<file path="config.mk">
export PLATFORM = sky130hd
export DESIGN_NAME = integer_to_digit_text
export DESIGN_NICKNAME = d
export VERILOG_FILES = /design/src/hdl/itdt_pkg.sv /design/src/hdl/itdt_ctrl.sv /design/src/hdl/itdt_dp.sv /design/src/hdl/integer_to_digit_text.sv
export SDC_FILE = /design/constraint.sdc
export NUM_CORES = 1
export LEC_CHECK = 0
export BUFFER_PORTS_ARGS = -buffer_cell sky130_fd_sc_hd__buf_2
export CORE_AREA = 10 10 254 159
export CTS_BUF_LIST = sky130_fd_sc_hd__clkbuf_8
export DETAILED_ROUTE_END_ITERATION = 8
export DIE_AREA = 0 0 264 169
export PLACE_DENSITY = 0.78
export SLEW_MARGIN = 20
export SYNTH_ARGS = -nofsm -noshare
export SYNTH_HDL_FRONTEND = slang
export SYNTH_SLANG_ARGS = --single-unit
</file>
<file path="constraint.sdc">
create_clock -name clk_i -period 17.75 [get_ports clk_i]
set_clock_uncertainty 0.15 [all_clocks]
set_input_delay 0 -clock clk_i [delete_from_list [all_inputs] [get_ports clk_i]]
set_output_delay 0 -clock clk_i [all_outputs]
set_load 0.05 [all_outputs]
</file>
<file path="src/hdl/itdt_pkg.sv">
`default_nettype none

package itdt_pkg;

  // Field widths of one item.
  localparam int VALUE_W      = 64;
  localparam int RADIX_W      = 5;
  localparam int PREC_W       = 6;
  localparam int CHAR_W       = 8;
  localparam int DIGIT_W      = 4;
  localparam int MAX_CHARS_DEF = 64;

  // The divider retires this many dividend bits per cycle.
  localparam int BITS_PER_CYC = 8;
  localparam int STEPS        = VALUE_W / BITS_PER_CYC;
  localparam int STEP_W       = $clog2(STEPS);

  localparam logic [RADIX_W-1:0] RADIX_MIN = 5'd2;
  localparam logic [RADIX_W-1:0] RADIX_MAX = 5'd16;
  localparam logic [RADIX_W-1:0] RADIX_DEC = 5'd10;

  localparam logic [CHAR_W-1:0] CHAR_ZERO  = 8'h30;
  localparam logic [CHAR_W-1:0] CHAR_MINUS = 8'h2D;
  localparam logic [CHAR_W-1:0] CHAR_LOW_A = 8'h61;
  localparam logic [CHAR_W-1:0] CHAR_UP_A  = 8'h41;
  localparam logic [DIGIT_W-1:0] DIGIT_TEN = 4'd10;

  typedef enum logic [1:0] {
    CMD_SDEC = 2'd0,
    CMD_U32  = 2'd1,
    CMD_U64  = 2'd2
  } conv_cmd_e;

  typedef enum logic [2:0] {
    ST_IDLE,
    ST_DIV,
    ST_PREP,
    ST_LOAD,
    ST_WAIT
  } state_e;

  // Controller to datapath.
  typedef struct packed {
    logic start;
    logic div_en;
    logic prep;
    logic load;
  } dp_cmd_t;

  // Datapath to controller.
  typedef struct packed {
    logic conv_done;
    logic out_last;
  } dp_sts_t;

  function automatic logic [CHAR_W-1:0] digit_char(input logic [DIGIT_W-1:0] d,
                                                   input logic upper);
    logic [CHAR_W-1:0] base;
    if (d < DIGIT_TEN) begin
      digit_char = CHAR_ZERO + CHAR_W'(d);
    end else begin
      base = upper ? CHAR_UP_A : CHAR_LOW_A;
      digit_char = base + CHAR_W'(d - DIGIT_TEN);
    end
  endfunction

endpackage

`default_nettype wire

</file>
<file path="src/hdl/itdt_ctrl.sv">
`default_nettype none

module itdt_ctrl import itdt_pkg::*; (
  input  wire logic    clk_i,
  input  wire logic    rst_ni,
  input  wire logic    in_valid_i,
  output logic         in_ready_o,
  output logic         out_valid_o,
  input  wire logic    out_ready_i,
  output dp_cmd_t      cmd_o,
  input  wire dp_sts_t sts_i
);

  state_e state_q, state_d;

  always_ff @(posedge clk_i or negedge rst_ni) begin
    if (!rst_ni) begin
      state_q <= ST_IDLE;
    end else begin
      state_q <= state_d;
    end
  end

  always_comb begin
    state_d     = state_q;
    cmd_o       = '0;
    in_ready_o  = 1'b0;
    out_valid_o = 1'b0;
    unique case (state_q)
      ST_IDLE: begin
        in_ready_o = 1'b1;
        if (in_valid_i) begin
          cmd_o.start = 1'b1;
          state_d     = ST_DIV;
        end
      end
      ST_DIV: begin
        cmd_o.div_en = 1'b1;
        if (sts_i.conv_done) begin
          state_d = ST_PREP;
        end
      end
      ST_PREP: begin
        cmd_o.prep = 1'b1;
        state_d    = ST_LOAD;
      end
      ST_LOAD: begin
        cmd_o.load = 1'b1;
        state_d    = ST_WAIT;
      end
      ST_WAIT: begin
        out_valid_o = 1'b1;
        if (out_ready_i) begin
          if (sts_i.out_last) begin
            state_d = ST_IDLE;
          end else begin
            // Next character is loaded in the cycle the current one leaves.
            cmd_o.load = 1'b1;
          end
        end
      end
      default: begin
        state_d = ST_IDLE;
      end
    endcase
  end

endmodule

`default_nettype wire

</file>
<file path="src/hdl/itdt_dp.sv">
`default_nettype none

module itdt_dp import itdt_pkg::*; #(
  parameter int MAX_CHARS = MAX_CHARS_DEF
) (
  input  wire logic               clk_i,
  input  wire logic               rst_ni,
  input  wire dp_cmd_t            cmd_i,
  output dp_sts_t                 sts_o,
  input  wire logic [1:0]         command_i,
  input  wire logic [VALUE_W-1:0] value_i,
  input  wire logic [RADIX_W-1:0] radix_i,
  input  wire logic               uppercase_i,
  input  wire logic [PREC_W-1:0]  min_digits_i,
  output logic [CHAR_W-1:0]       character_o,
  output logic                    last_o
);

  localparam int CNT_W  = $clog2(MAX_CHARS + 1);
  localparam int ADDR_W = $clog2(MAX_CHARS);
  localparam int CMP_W  = (CNT_W > PREC_W) ? CNT_W : PREC_W;

  logic [VALUE_W-1:0]      rem_q;
  logic [RADIX_W-1:0]      rad_q;
  logic                    upper_q;
  logic [PREC_W-1:0]       prec_q;
  logic                    neg_q, negpend_q;
  logic [DIGIT_W-1:0]      r_q;
  logic [STEP_W-1:0]       step_q;
  logic                    qnz_q;
  logic [CNT_W-1:0]        cnt_q, left_q;
  logic [ADDR_W-1:0]       ptr_q;
  logic [DIGIT_W-1:0]      rdata_q;
  logic [CHAR_W-1:0]       char_q;
  logic                    last_q;
  logic [DIGIT_W-1:0]      mem [MAX_CHARS];

  // Input decode.
  logic [VALUE_W-1:0] mag;
  logic               neg;
  logic [RADIX_W-1:0] rad;
  logic [31:0]        lo;

  always_comb begin
    lo  = value_i[31:0];
    neg = 1'b0;
    mag = value_i;
    rad = radix_i;
    if (radix_i < RADIX_MIN) begin
      rad = RADIX_MIN;
    end else if (radix_i > RADIX_MAX) begin
      rad = RADIX_MAX;
    end
    unique case (conv_cmd_e'(command_i))
      CMD_SDEC: begin
        neg = lo[31];
        mag = {32'd0, (lo[31] ? (32'd0 - lo) : lo)};
        rad = RADIX_DEC;
      end
      CMD_U32: begin
        mag = {32'd0, lo};
      end
      default: begin
        mag = value_i;
      end
    endcase
  end

  // Eight restoring-division steps on the top byte of the dividend.
  logic [BITS_PER_CYC-1:0] qb;
  logic [DIGIT_W-1:0]      r_nx;
  logic [DIGIT_W:0]        t;

  always_comb begin
    qb   = '0;
    r_nx = r_q;
    t    = '0;
    for (int k = 0; k < BITS_PER_CYC; k++) begin
      t = {r_nx, rem_q[VALUE_W-1-k]};
      if (t >= {1'b0, rad_q[DIGIT_W-1:0]} || rad_q[DIGIT_W]) begin
        if (t >= {1'b0, rad_q[DIGIT_W-1:0]} && !rad_q[DIGIT_W]) begin
          t = t - {1'b0, rad_q[DIGIT_W-1:0]};
          qb[BITS_PER_CYC-1-k] = 1'b1;
        end else if (t[DIGIT_W]) begin
          t = t - {rad_q};
          qb[BITS_PER_CYC-1-k] = 1'b1;
        end
      end
      r_nx = t[DIGIT_W-1:0];
    end
  end

  logic             digit_done, q_nz, stop;
  logic [CNT_W-1:0] cnt_nx, limit, cnt_m1;

  assign digit_done = (step_q == STEP_W'(STEPS - 1));
  assign q_nz       = qnz_q | (|qb);
  assign cnt_nx     = cnt_q + 1'b1;
  assign cnt_m1     = cnt_q - 1'b1;
  assign limit      = CNT_W'(MAX_CHARS) - CNT_W'(neg_q);
  assign stop       = digit_done &&
                      ((!q_nz && (CMP_W'(cnt_nx) >= CMP_W'(prec_q))) || (cnt_nx == limit));

  assign sts_o.conv_done = cmd_i.div_en && stop;
  assign sts_o.out_last  = last_q;

  // Digit memory read: first digit on prep, the following ones as digits leave.
  logic              rd_en;
  logic [ADDR_W-1:0] rd_addr;
  logic              load_digit;

  assign load_digit = cmd_i.load && !negpend_q;
  assign rd_en      = cmd_i.prep || (load_digit && (left_q > CNT_W'(1)));
  assign rd_addr    = cmd_i.prep ? cnt_m1[ADDR_W-1:0] : (ptr_q - 1'b1);

  always_ff @(posedge clk_i or negedge rst_ni) begin
    if (!rst_ni) begin
      step_q    <= '0;
      r_q       <= '0;
      qnz_q     <= 1'b0;
      cnt_q     <= '0;
      neg_q     <= 1'b0;
      negpend_q <= 1'b0;
      left_q    <= '0;
    end else begin
      if (cmd_i.start) begin
        step_q    <= '0;
        r_q       <= '0;
        qnz_q     <= 1'b0;
        cnt_q     <= '0;
        neg_q     <= neg;
        negpend_q <= neg;
      end else if (cmd_i.div_en) begin
        step_q <= step_q + 1'b1;
        if (digit_done) begin
          cnt_q <= cnt_nx;
          r_q   <= '0;
          qnz_q <= 1'b0;
        end else begin
          r_q   <= r_nx;
          qnz_q <= q_nz;
        end
      end
      if (cmd_i.prep) begin
        left_q <= cnt_q;
      end else if (load_digit) begin
        left_q <= left_q - 1'b1;
      end
      if (cmd_i.load && negpend_q) begin
        negpend_q <= 1'b0;
      end
    end
  end

  always_ff @(posedge clk_i) begin
    if (cmd_i.start) begin
      rem_q   <= mag;
      rad_q   <= rad;
      upper_q <= uppercase_i;
      prec_q  <= min_digits_i;
    end else if (cmd_i.div_en) begin
      rem_q <= {rem_q[VALUE_W-BITS_PER_CYC-1:0], qb};
    end
    if (cmd_i.div_en && digit_done) begin
      mem[cnt_q[ADDR_W-1:0]] <= r_nx;
    end
    if (rd_en) begin
      rdata_q <= mem[rd_addr];
      ptr_q   <= rd_addr;
    end
    if (cmd_i.load) begin
      if (negpend_q) begin
        char_q <= CHAR_MINUS;
        last_q <= 1'b0;
      end else begin
        char_q <= digit_char(rdata_q, upper_q);
        last_q <= (left_q == CNT_W'(1));
      end
    end
  end

  assign character_o = char_q;
  assign last_o      = last_q;

endmodule

`default_nettype wire

</file>
<file path="src/hdl/integer_to_digit_text.sv">
// Sequence: an accepted item runs the divider over the whole dividend once per produced digit
// (digit count is the larger of the natural length and min_digits, capped at MAX_CHARS with the
// sign), then passes the prep and load states before the first character is offered, then
// sends one character per cycle while ready. Only one item is taken at a time; a minus sign
// adds one character. The byte-per-cycle shared divider and the character output set the pace.
// Reset (asynchronous, active low) returns the controller to idle; digit memory is not cleared.
`default_nettype none

module integer_to_digit_text import itdt_pkg::*; #(
  parameter int MAX_CHARS = MAX_CHARS_DEF
) (
  input  wire logic        clk_i,
  input  wire logic        rst_ni,
  // Input items.
  input  wire logic        s_axis_tvalid,
  output logic             s_axis_tready,
  // [63:0] value, [68:64] radix, [69] uppercase, [75:70] min_digits, [79:76] zero
  input  wire logic [79:0] s_axis_tdata,
  // [1:0] command
  input  wire logic [1:0]  s_axis_tuser,
  // Result items.
  output logic             m_axis_tvalid,
  input  wire logic        m_axis_tready,
  // [7:0] character
  output logic [7:0]       m_axis_tdata,
  output logic             m_axis_tlast
);

  // The controller sequences load, division, memory read and output hand-off;
  // the datapath holds the dividend, the shared divider and the digit memory.
  dp_cmd_t cmd;
  dp_sts_t sts;

  itdt_ctrl u_ctrl (
    .clk_i       (clk_i),
    .rst_ni      (rst_ni),
    .in_valid_i  (s_axis_tvalid),
    .in_ready_o  (s_axis_tready),
    .out_valid_o (m_axis_tvalid),
    .out_ready_i (m_axis_tready),
    .cmd_o       (cmd),
    .sts_i       (sts)
  );

  // Digits are produced least significant first into the memory, then read
  // back in reverse order. A pending minus sign is sent ahead of the digits.
  itdt_dp #(
    .MAX_CHARS (MAX_CHARS)
  ) u_dp (
    .clk_i        (clk_i),
    .rst_ni       (rst_ni),
    .cmd_i        (cmd),
    .sts_o        (sts),
    .command_i    (s_axis_tuser),
    .value_i      (s_axis_tdata[63:0]),
    .radix_i      (s_axis_tdata[68:64]),
    .uppercase_i  (s_axis_tdata[69]),
    .min_digits_i (s_axis_tdata[75:70]),
    .character_o  (m_axis_tdata),
    .last_o       (m_axis_tlast)
  );

endmodule

`default_nettype wire

</file>
==> summary.md, run 1 <==
| Metric | Value |
|---|---|
| Crit-path most repeated cell | ha_1 |
| Clock slew at reported path FFs | 70 ps |
| Vias | roughly 13000 |
| Grt ovf | 0 |
| Worst reg2reg endpoint | u_dp.mem[4][0]$_DFFE_PP_ |
| Wire per inst | about 23 um |
| DRC viols | 0 |
| PortBufs | between 90 and 100 |
| Worst R2R Start | u_dp.rad_q[1]$_SDFFCE_PP1P_ |
| Number of global-route vias before repair | 12709 |
| Min cycle time layout | between 15000 and 20000 ps |
| Initial core utilization | between 50% and 60% |
| Crit share post-route | 92.7% |
| Max incr delay on CP | 630 ps |
| Syn-to-layout area delta | 18.8% |
| Setup crit start kind | register |
| FMAX | 60.8 MHz |
| CP max stage cell | buf_4 |
| CP endpoint kind | register |
| Status | finished clean |
| Ys flop type | edfxtp_1 |
| CP Data Required Time | around 18000 ps |
| Detailed Place HPWL | 27800 um |
| Hold endpoint | u_ctrl.state_q[2]$_DFFE_PN0P_ |
| Synth top area cells | edfxtp_1 58%, mux4_2 8.9%, dfrtp_1 3.7%, ha_1 3.6%, nand2_1 2.9% |
| Proportion of layout cells with a drive suffix above 1 | 17.6% |
| Core area | 35800 um2 |
| Avg Vias per Cell | 6.01 |
| Final WL | 47500 um |
| # Post-CTS Setup Buffers | 0 |
| Final setup violation count | 0 |
| Worst reg-to-reg path cell count | 65 |
| RSZ-0062 raised after global routing | no |
| R2R Setup Slk | 1300 ps |
| Post-synthesis async set-or-reset flop share | 7.14% |
| Worst EP arrival | 16610 ps |
| Ys Warns | 0 |
| Register area share after synthesis | 61.3% |
| Worst-Margin Slew | 1070 ps |
| WHS Path Cells | 5 |
| RD Place Congestion | 0.882 |
| Average cell area after synthesis | 13.8 um2 |
| Maximum clock path buffer count | 3 |
| Die area | 44600 um2 |
| Post-synth EDFFs | 351 |
| Yosys top cell area share | 57.6% |
| Post-route ant nets | 0 |
| CTS root buffer | clkbuf_8 |
| H-tree levels | 2 |
| Slew Limit Headroom | 28.4% |
| WS Path Type | register to register |
| # rows | 54 |
| Fillcell total | 2498 |
| Worst min path class | input pin to register |
| Max-capacitance violation count | 0 |
| Nets@finish | 1723 |
| Top cells by instance count after synthesis | 351 x edfxtp_1, 141 x nand2_1, 132 x nor2_1, 72 x mux4_2, 59 x inv_1 |
| Die Ht | around 170 um |
| Die X | between 200 and 300 um |
| Cells after Synth | 1330 |
| Fin. Hold Viols | 0 |
| First-pass GRT wire length | roughly 73000 um |
| Clk Latency, worst-skew pair | about 630 ps |
| Syn nets | 1476 |
| Crit-path max FO | 65 |
| Post-Syn Area | 18300 um2 |
| Num CTS Buffers | between 50 and 60 |
| Min-delay src | m_axis_tready |
| First DRT Iteration DRCs | around 1400 |
| Post-route setup TNS | 0 ps |
| I/O pins | 97 |
| DR pass1 iterations | 6 |
| Yosys reg bits | 378 |
| Most frequent cell after synthesis | edfxtp_1 |
| CTS sink cnt | 378 |
| Initial antenna violation count | 4 |
| Total GRT Usage | 20.9% |
| Fin. max-slew vios | 0 |
| Synth area leader | edfxtp_1 |
| Largest net degree at the start of global routing | 95 |
| Synth cell types | 73 |
| CTS tree | done |
[per-layer routing]
layer	share of wire [%]	global-route usage (%)	up-vias	wire, um
met5	0.046	0	-	22
met4	3.4	7.40	4	1630
li1	-	-	5490	-
met2	45	31.6	797	21200
met3	12	6.71	152	5680
met1	40	28.0	6146	19000
[how the worst max path moves through the flow]
stage / startpoint / to / slack (ps) / cells after the start
CTS: u_dp.rad_q[1]$_SDFFCE_PP1P_ / u_dp.mem[60][0]$_DFFE_PP_ / 1330 / 65
floorplan: u_dp.rad_q[1]$_SDFFCE_PP1P_ / u_dp.mem[0][0]$_DFFE_PP_ / 2850 / 68
detailed placement: u_dp.rad_q[1]$_SDFFCE_PP1P_ / u_dp.mem[9][1]$_DFFE_PP_ / 1440 / 65
global placement: u_dp.rad_q[1]$_SDFFCE_PP1P_ / u_dp.mem[9][1]$_DFFE_PP_ / 1830 / 65
finish: u_dp.rad_q[1]$_SDFFCE_PP1P_ / u_dp.mem[4][0]$_DFFE_PP_ / 1300 / 65
global route: u_dp.rad_q[1]$_SDFFCE_PP1P_ / u_dp.mem[60][0]$_DFFE_PP_ / 60 / 65
[critical path, delay by kind of cell (launching register included)]
family	cells	cell delay (ps)
muxes	7	2410
AOI/OAI and AO/OA	37	7620
buffers and inverters	5	1320
DFF	1	580
adders and majority gates	8	2640
and+or+nand+nor	8	1330
[metrics by stage]
stage	hold slack (ps)	cells	utilization, %	cell area [um2]	setup WS, ps
after floorplan	-446	1330	-	18300	2850
after global placement	-114	1852	53.8	19300	1830
after detailed placement	-102	1852	53.8	19300	1440
after CTS	43.8	2093	60.7	21700	1330
after global routing	96.1	2096	60.7	21700	63.0
final	72.6	2096	60.7	21700	1300
[cells in the final DEF, fill, tap and decap left out, types with 51 or more instances in the layout]
cell           Yosys  final
clkbuf_8           0     57
edfxtp_1         351    351
ha_1              52     52
inv_1             59     74
nand2_1          141    140
nor2_1           132    132
mux4_2            72     72
nand3_1           51     51
dlygate4sd3_1      0    144
o21ai_0           53     53
buf_2              4     92
[logic make-up after synthesis]
| logic type | synth area share [%] |
|---|---|
| AND/OR/NAND/NOR | 9.88 |
| flip-flops | 61.3 |
| AO/OA/AOI/OAI | 6.55 |
| multiplexers | 12.4 |
| buffers and inverters | 2.55 |
| XOR/XNOR | 2.97 |
| adder cells (fa/ha/maj) | 4.43 |
[sequential cells by signal (all words and copies together) (netlist names), 3 cells and up]
register / cells
u_dp.cnt_q: 7
u_dp.mem: 256
u_dp.step_q: 3
u_dp.left_q: 7
u_dp.character_o: 8
u_dp.rdata_q: 4
u_dp.prec_q: 6
u_dp.r_q: 4
u_dp.rad_q: 5
u_ctrl.state_q: 3
u_dp.rem_q: 64
u_dp.ptr_q: 6
[layout make-up]
| cell class | count | area (um2) | area share, % |
|---|---|---|---|
| Tap cell | 476 | 596 | 2.74 |
| Inverter | 60 | 228 | 1.05 |
| Clock inverter | 39 | 224 | 1.03 |
| Clock buffer | 57 | 785 | 3.61 |
| Sequential cell | 378 | 11200 | 51.6 |
| Antenna cell | 3 | 7.51 | 0.0345 |
| Timing Repair Buffer | 248 | 2000 | 9.22 |
| Multi-Input combinational cell | 835 | 6690 | 30.7 |
[what timing repair did]
| item | CTS | global route |
|---|---|---|
| endpoints found under the setup margin | 0 | 260 |
| gates resized for setup | 0 | 1 |
| endpoints found under the hold margin | 120 | 0 |
| hold buffers | 145 | 0 |
Power of run 1 is not shown: default switching activity piles up to over one toggle a cycle in this logic, so the estimate is an artifact.
==> run 2, diff against run 1 <==
clock period = 16 ns   (was 17.75 ns; I/O delays follow)
==> run 2 against run 1 <==
Compared with the run above: critical path depth rose by 3; die area did not move; via count fell by 0.37%; register-to-register slack got worse by 380 ps; cell count rose by 0.38%; sequential cell count did not move; setup slack got worse by 380 ps; cell area rose by 1.0%.
==> summary.md, run 2 (synthesis gave the netlist of run 1 again) <==
| Metric | Value |
|---|---|
| Finished layout cell area | 22000 um2 |
| First DRT Iteration DRCs | 1507 |
| Worst min path class | input pin to register |
| Dpl cells | 1855 |
| WS Path Type | register to register |
| Setup crit start kind | register |
| Slew Limit Headroom | 33.4% |
| CP Data Required Time | roughly 16000 ps |
| Crit-path max FO | 65 |
| Crit share post-route | 94.3% |
| Max-capacitance violation count | 0 |
| Crit-path most repeated cell | ha_1 |
| I/O pins | 97 |
| Die X | 264 um |
| Nets@finish | 1726 |
| CTS tree | done |
| Commonest cells after routing, fill and taps aside | 351 x edfxtp_1, 143 x dlygate4sd3_1, 140 x nand2_1, 132 x nor2_1, 92 x buf_2 |
| Number of global-route vias before repair | 12712 |
| Grt ovf | 0 |
| Worst EP arrival | 15440 ps |
| Post-route ant nets | 0 |
| CTS root buffer | clkbuf_8 |
| Placed inst area | about 19000 um2 |
| WHS | ~80 ps |
| Fillcell total | 2586 |
| Multi-input logic area | 6740 um2 |
| Syn-to-layout area delta | 20.0% |
| CP endpoint kind | register |
| Final WL | approximately 47000 um |
| Initial antenna violation count | 6 |
| Die Ht | 169 um |
| Clk Latency, worst-skew pair | 630 ps |
| Clock slew at reported path FFs | around 70 ps |
| FMAX | about 66 MHz |
| Wire per inst | between 20 and 25 um |
| Fin. max-slew vios | 0 |
| Num CTS Buffers | 55 |
| FF/Latch Area | 11200 um2 |
| DRC viols | 0 |
| Post-Layout Cell Count | around 2100 |
| CTS sink cnt | 378 |
| DR pass1 iterations | 6 |
| Die area | ~45000 um2 |
| Vias | 12542 |
| Initial core utilization | roughly half |
| Largest net degree at the start of global routing | 95 |
| Detailed Place HPWL | 27900 um |
| Maximum clock path buffer count | 3 |
| CP max stage cell | mux2_2 |
| Max incr delay on CP | 400 ps |
| Worst-Margin Slew | about 1000 ps |
| Commonest non-fill, non-tap cell in the layout | edfxtp_1 |
| # rows | 54 |
| Final setup violation count | 0 |
| Proportion of layout cells with a drive suffix above 1 | 18.9% |
| Avg Vias per Cell | 5.96 |
| Min cycle time layout | 15080 ps |
| First-pass GRT wire length | approximately 72000 um |
| RD Place Congestion | 0.898 |
| Core area | 35800 um2 |
| Total GRT Usage | 20.5% |
| Max FFs per register | approximately 260 |
| Fin. Hold Viols | 0 |
| Status | finished clean |
| PortBufs | around 90 |
| H-tree levels | 2 |
[run 2: cell count changes in the layout (fill, tap and decap cells not counted), moves of 3 or more]
cell	before	now
a211oi_2	1	4
bufinv_16	2	6
inv_1	74	70
a211oi_1	3	0
clkinv_1	15	10
clkinv_2	2	8
diode_2	3	6
[run 2: critical path, delay by kind of cell, from the launching register on]
family	cells	cell delay, ps
compound gates	36	6840
fa+ha+maj	8	2550
buf+inv	6	980
flops	1	380
mux	8	2530
simple gates	10	1510
[run 2: routing by layer]
| layer | vias to the layer above | share of wire [%] | global-route usage [%] |
|---|---|---|---|
| li1 | 5499 | - | - |
| met1 | 6182 | 41 | 27.6 |
| met2 | 723 | 46 | 31.9 |
| met3 | 138 | 10 | 5.05 |
| met4 | 0 | 3.0 | 7.25 |
| met5 | - | 0 | 0 |
[run 2: through the flow]
step           setup slack (ps)  TNS [ps]  utilization [%]
5_1_grt                   -1.29     -1.29             61.3
6_report                    918         0             61.3
3_3_place_gp               1120         0             53.8
4_1_cts                     565         0             61.1
3_5_place_dp                728         0             53.8
2_1_floorplan              1100         0                -
[run 2: worst paths after layout]
check	start	endpoint	slack (ps)	cells past startpoint
max	u_dp.rad_q[2]$_SDFFCE_PP0P_	u_dp.r_q[1]$_DFFE_PN0P_	920	68
min	m_axis_tready	u_ctrl.state_q[2]$_DFFE_PN0P_	80	5
max reg2reg	u_dp.rad_q[2]$_SDFFCE_PP0P_	u_dp.r_q[1]$_DFFE_PN0P_	920	68
min reg2reg	u_dp.qnz_q$_DFFE_PN0P_	u_dp.qnz_q$_DFFE_PN0P_	330	2
max in group asynchronous	rst_ni	u_dp.cnt_q[2]$_DFFE_PN0P_	15290	4
min in group asynchronous	rst_ni	u_dp.step_q[1]$_DFFE_PN0P_	250	4
[run 2: area by class of cell]
class                           instances  area share [%]
Multi-Input combinational cell        835            30.7
Clock buffer                           57            3.57
Tap cell                              476            2.71
Clock inverter                         42            1.63
Sequential cell                       378            51.1
Inverter                               60            1.05
Timing Repair Buffer                  250            9.23
Antenna cell                            6          0.0684
[run 2: repair_timing]
action | CTS | global route
hold buffers | 144 | 0
hold endpoints to repair | 113 | 0
setup buffers | 0 | 0
resized for setup | 0 | 17
setup endpoints to repair | 0 | 262
Power of run 2 is left out for the same reason.
==> run 3, diff against run 2 <==
BUFFER_PORTS_ARGS = -buffer_cell sky130_fd_sc_hd__clkbuf_2   (was -buffer_cell sky130_fd_sc_hd__buf_2)
==> run 3 against run 2 <==
Compared with the run above: register-to-register slack got worse by 20 ps; non-clock buffer count fell by 13; cell area fell by 1.2%; setup slack got worse by 24 ps.
==> summary.md, run 3 (synthesis gave the netlist of run 1 again) <==
| Metric | Value |
|---|---|
| Status | finished clean |
| Worst reg-to-reg path cell count | 67 |
| I/O pins | between 90 and 100 |
| Worst EP arrival | 15310 ps |
| Syn-to-layout area delta | 18.6% |
| Total GRT Usage | 20.4% |
| Clk Latency, worst-skew pair | between 600 and 700 ps |
| Crit share post-route | 94.4% |
| Core area | 35800 um2 |
| Worst reg2reg endpoint | u_dp.mem[38][0]$_DFFE_PP_ |
| Fin. Hold Viols | 0 |
| PortBufs | 92 |
| Avg Vias per Cell | 5.99 |
| Vias | around 13000 |
| Proportion of layout cells with a drive suffix above 1 | 18.8% |
| CTS sink cnt | 378 |
| Final WL | ~46000 um |
| First DRT Iteration DRCs | 1705 |
| CP Data Required Time | approximately 16000 ps |
| Post-route setup TNS | 0 ps |
| CP endpoint kind | register |
| Setup crit start kind | register |
| FMAX | 66.2 MHz |
| Final setup violation count | 0 |
| Worst-Margin Slew | ~1000 ps |
| Slew Limit Headroom | 33.7% |
| Max incr delay on CP | between 400 and 500 ps |
| Post-route ant nets | 0 |
| Commonest non-fill, non-tap cell in the layout | edfxtp_1 |
| Worst min path class | input pin to register |
| Die X | 264 um |
| Detailed Place HPWL | 28300 um |
| Wire per inst | 22.0 um |
| Nets@finish | 1712 |
| Crit-path max FO | 45 |
| Grt ovf | 0 |
| Critical Path End | u_dp.mem[38][0]$_DFFE_PP_ |
| RSZ-0062 raised after global routing | no |
| Die area | between 40000 and 50000 um2 |
| Fin. max-slew vios | 0 |
| Maximum clock path buffer count | 3 |
| Initial antenna violation count | 5 |
| Max-capacitance violation count | 0 |
| DRC viols | 0 |
| Largest net degree at the start of global routing | 95 |
| Die Ht | 169 um |
| CTS root buffer | clkbuf_8 |
| Commonest cells after routing, fill and taps aside | 351 x edfxtp_1, 140 x nand2_1, 132 x nor2_1, 128 x dlygate4sd3_1, 92 x clkbuf_2 |
| CP max stage cell | ha_2 |
| Num CTS Buffers | 54 |
| Clock slew at reported path FFs | roughly 70 ps |
| Number of global-route vias before repair | 12580 |
| WS Path Type | register to register |
| Max FFs per register | approximately 260 |
| First-pass GRT wire length | 72100 um |
| Worst setup startpoint | u_dp.rad_q[2]$_SDFFCE_PP0P_ |
| Min cycle time layout | 15110 ps |
| Worst R2R Start | u_dp.rad_q[2]$_SDFFCE_PP0P_ |
| Crit-path most repeated cell | ha_1 |
| R2R Setup Slk | just under 900 ps |
| RD Place Congestion | 0.893 |
| Initial core utilization | 51.1% |
| # rows | 54 |
| Final core occ | 60.6% |
| CTS tree | done |
| H-tree levels | 2 |
| DR pass1 iterations | 6 |
[run 3: through the flow]
step / hold WS [ps] / cells / area (um2) / setup slack, ps
floorplan: -446 / 1330 / 18300 / 1100
finish: 71.5 / 2092 / 21700 / 894
CTS: 2.72 / 2085 / 21600 / 569
global placement: -92.2 / 1856 / 19300 / 1060
detailed placement: -84.0 / 1856 / 19300 / 720
global route: 95.3 / 2089 / 21700 / 32.0
[run 3: how the worst min path moves through the flow]
stage                          from                             to  slack [ps]  depth (start not counted)
floorplan                    rst_ni  u_ctrl.state_q[0]$_DFFE_PN0P_        -450                          0
global placement             rst_ni     u_dp.step_q[0]$_DFFE_PN0P_         -90                          1
detailed placement           rst_ni     u_dp.step_q[1]$_DFFE_PN0P_         -80                          1
CTS                 s_axis_tuser[1]       u_dp.rem_q[59]$_DFFE_PP_           3                          3
global route        s_axis_tuser[1]       u_dp.rem_q[38]$_DFFE_PP_         100                          3
finish              s_axis_tuser[1]       u_dp.rem_q[57]$_DFFE_PP_          70                          3
[run 3: final cells by class]
cell class	count	area, um2
Multi-Input combinational cell	835	6750
Tap cell	476	596
Sequential cell	378	11200
Clock inverter	43	221
Clock buffer	57	785
Fill cell	2553	14100
Timing Repair Buffer	237	1890
Inverter	60	235
Antenna cell	6	15.0
[run 3: worst max-delay path, delay by kind of cell (launching register included)]
kind | cells | cell delay [ps]
compound gates | 35 | 6660
fa+ha+maj | 8 | 2550
buf+inv | 7 | 1130
flops | 1 | 380
mux | 7 | 2360
simple gates | 10 | 1620
[run 3: layer usage]
layer  track usage, %  up-vias  wire, um  share of wire [%]
li1                 -     5470         -                  -
met1             28.6     6186     19400                 42
met2             30.5      727     20700                 45
met3             5.20      139      4770                 10
met4             6.88        2      1300                2.8
met5                0        -        11              0.024
[run 3: what timing repair did]
action,4_1_cts,5_1_grt
buffers inserted,0,1
gates resized for setup,0,20
hold endpoints to repair,121,0
setup endpoints to repair,0,263
hold buffers,129,0
Power of run 3 is left out for the same reason.
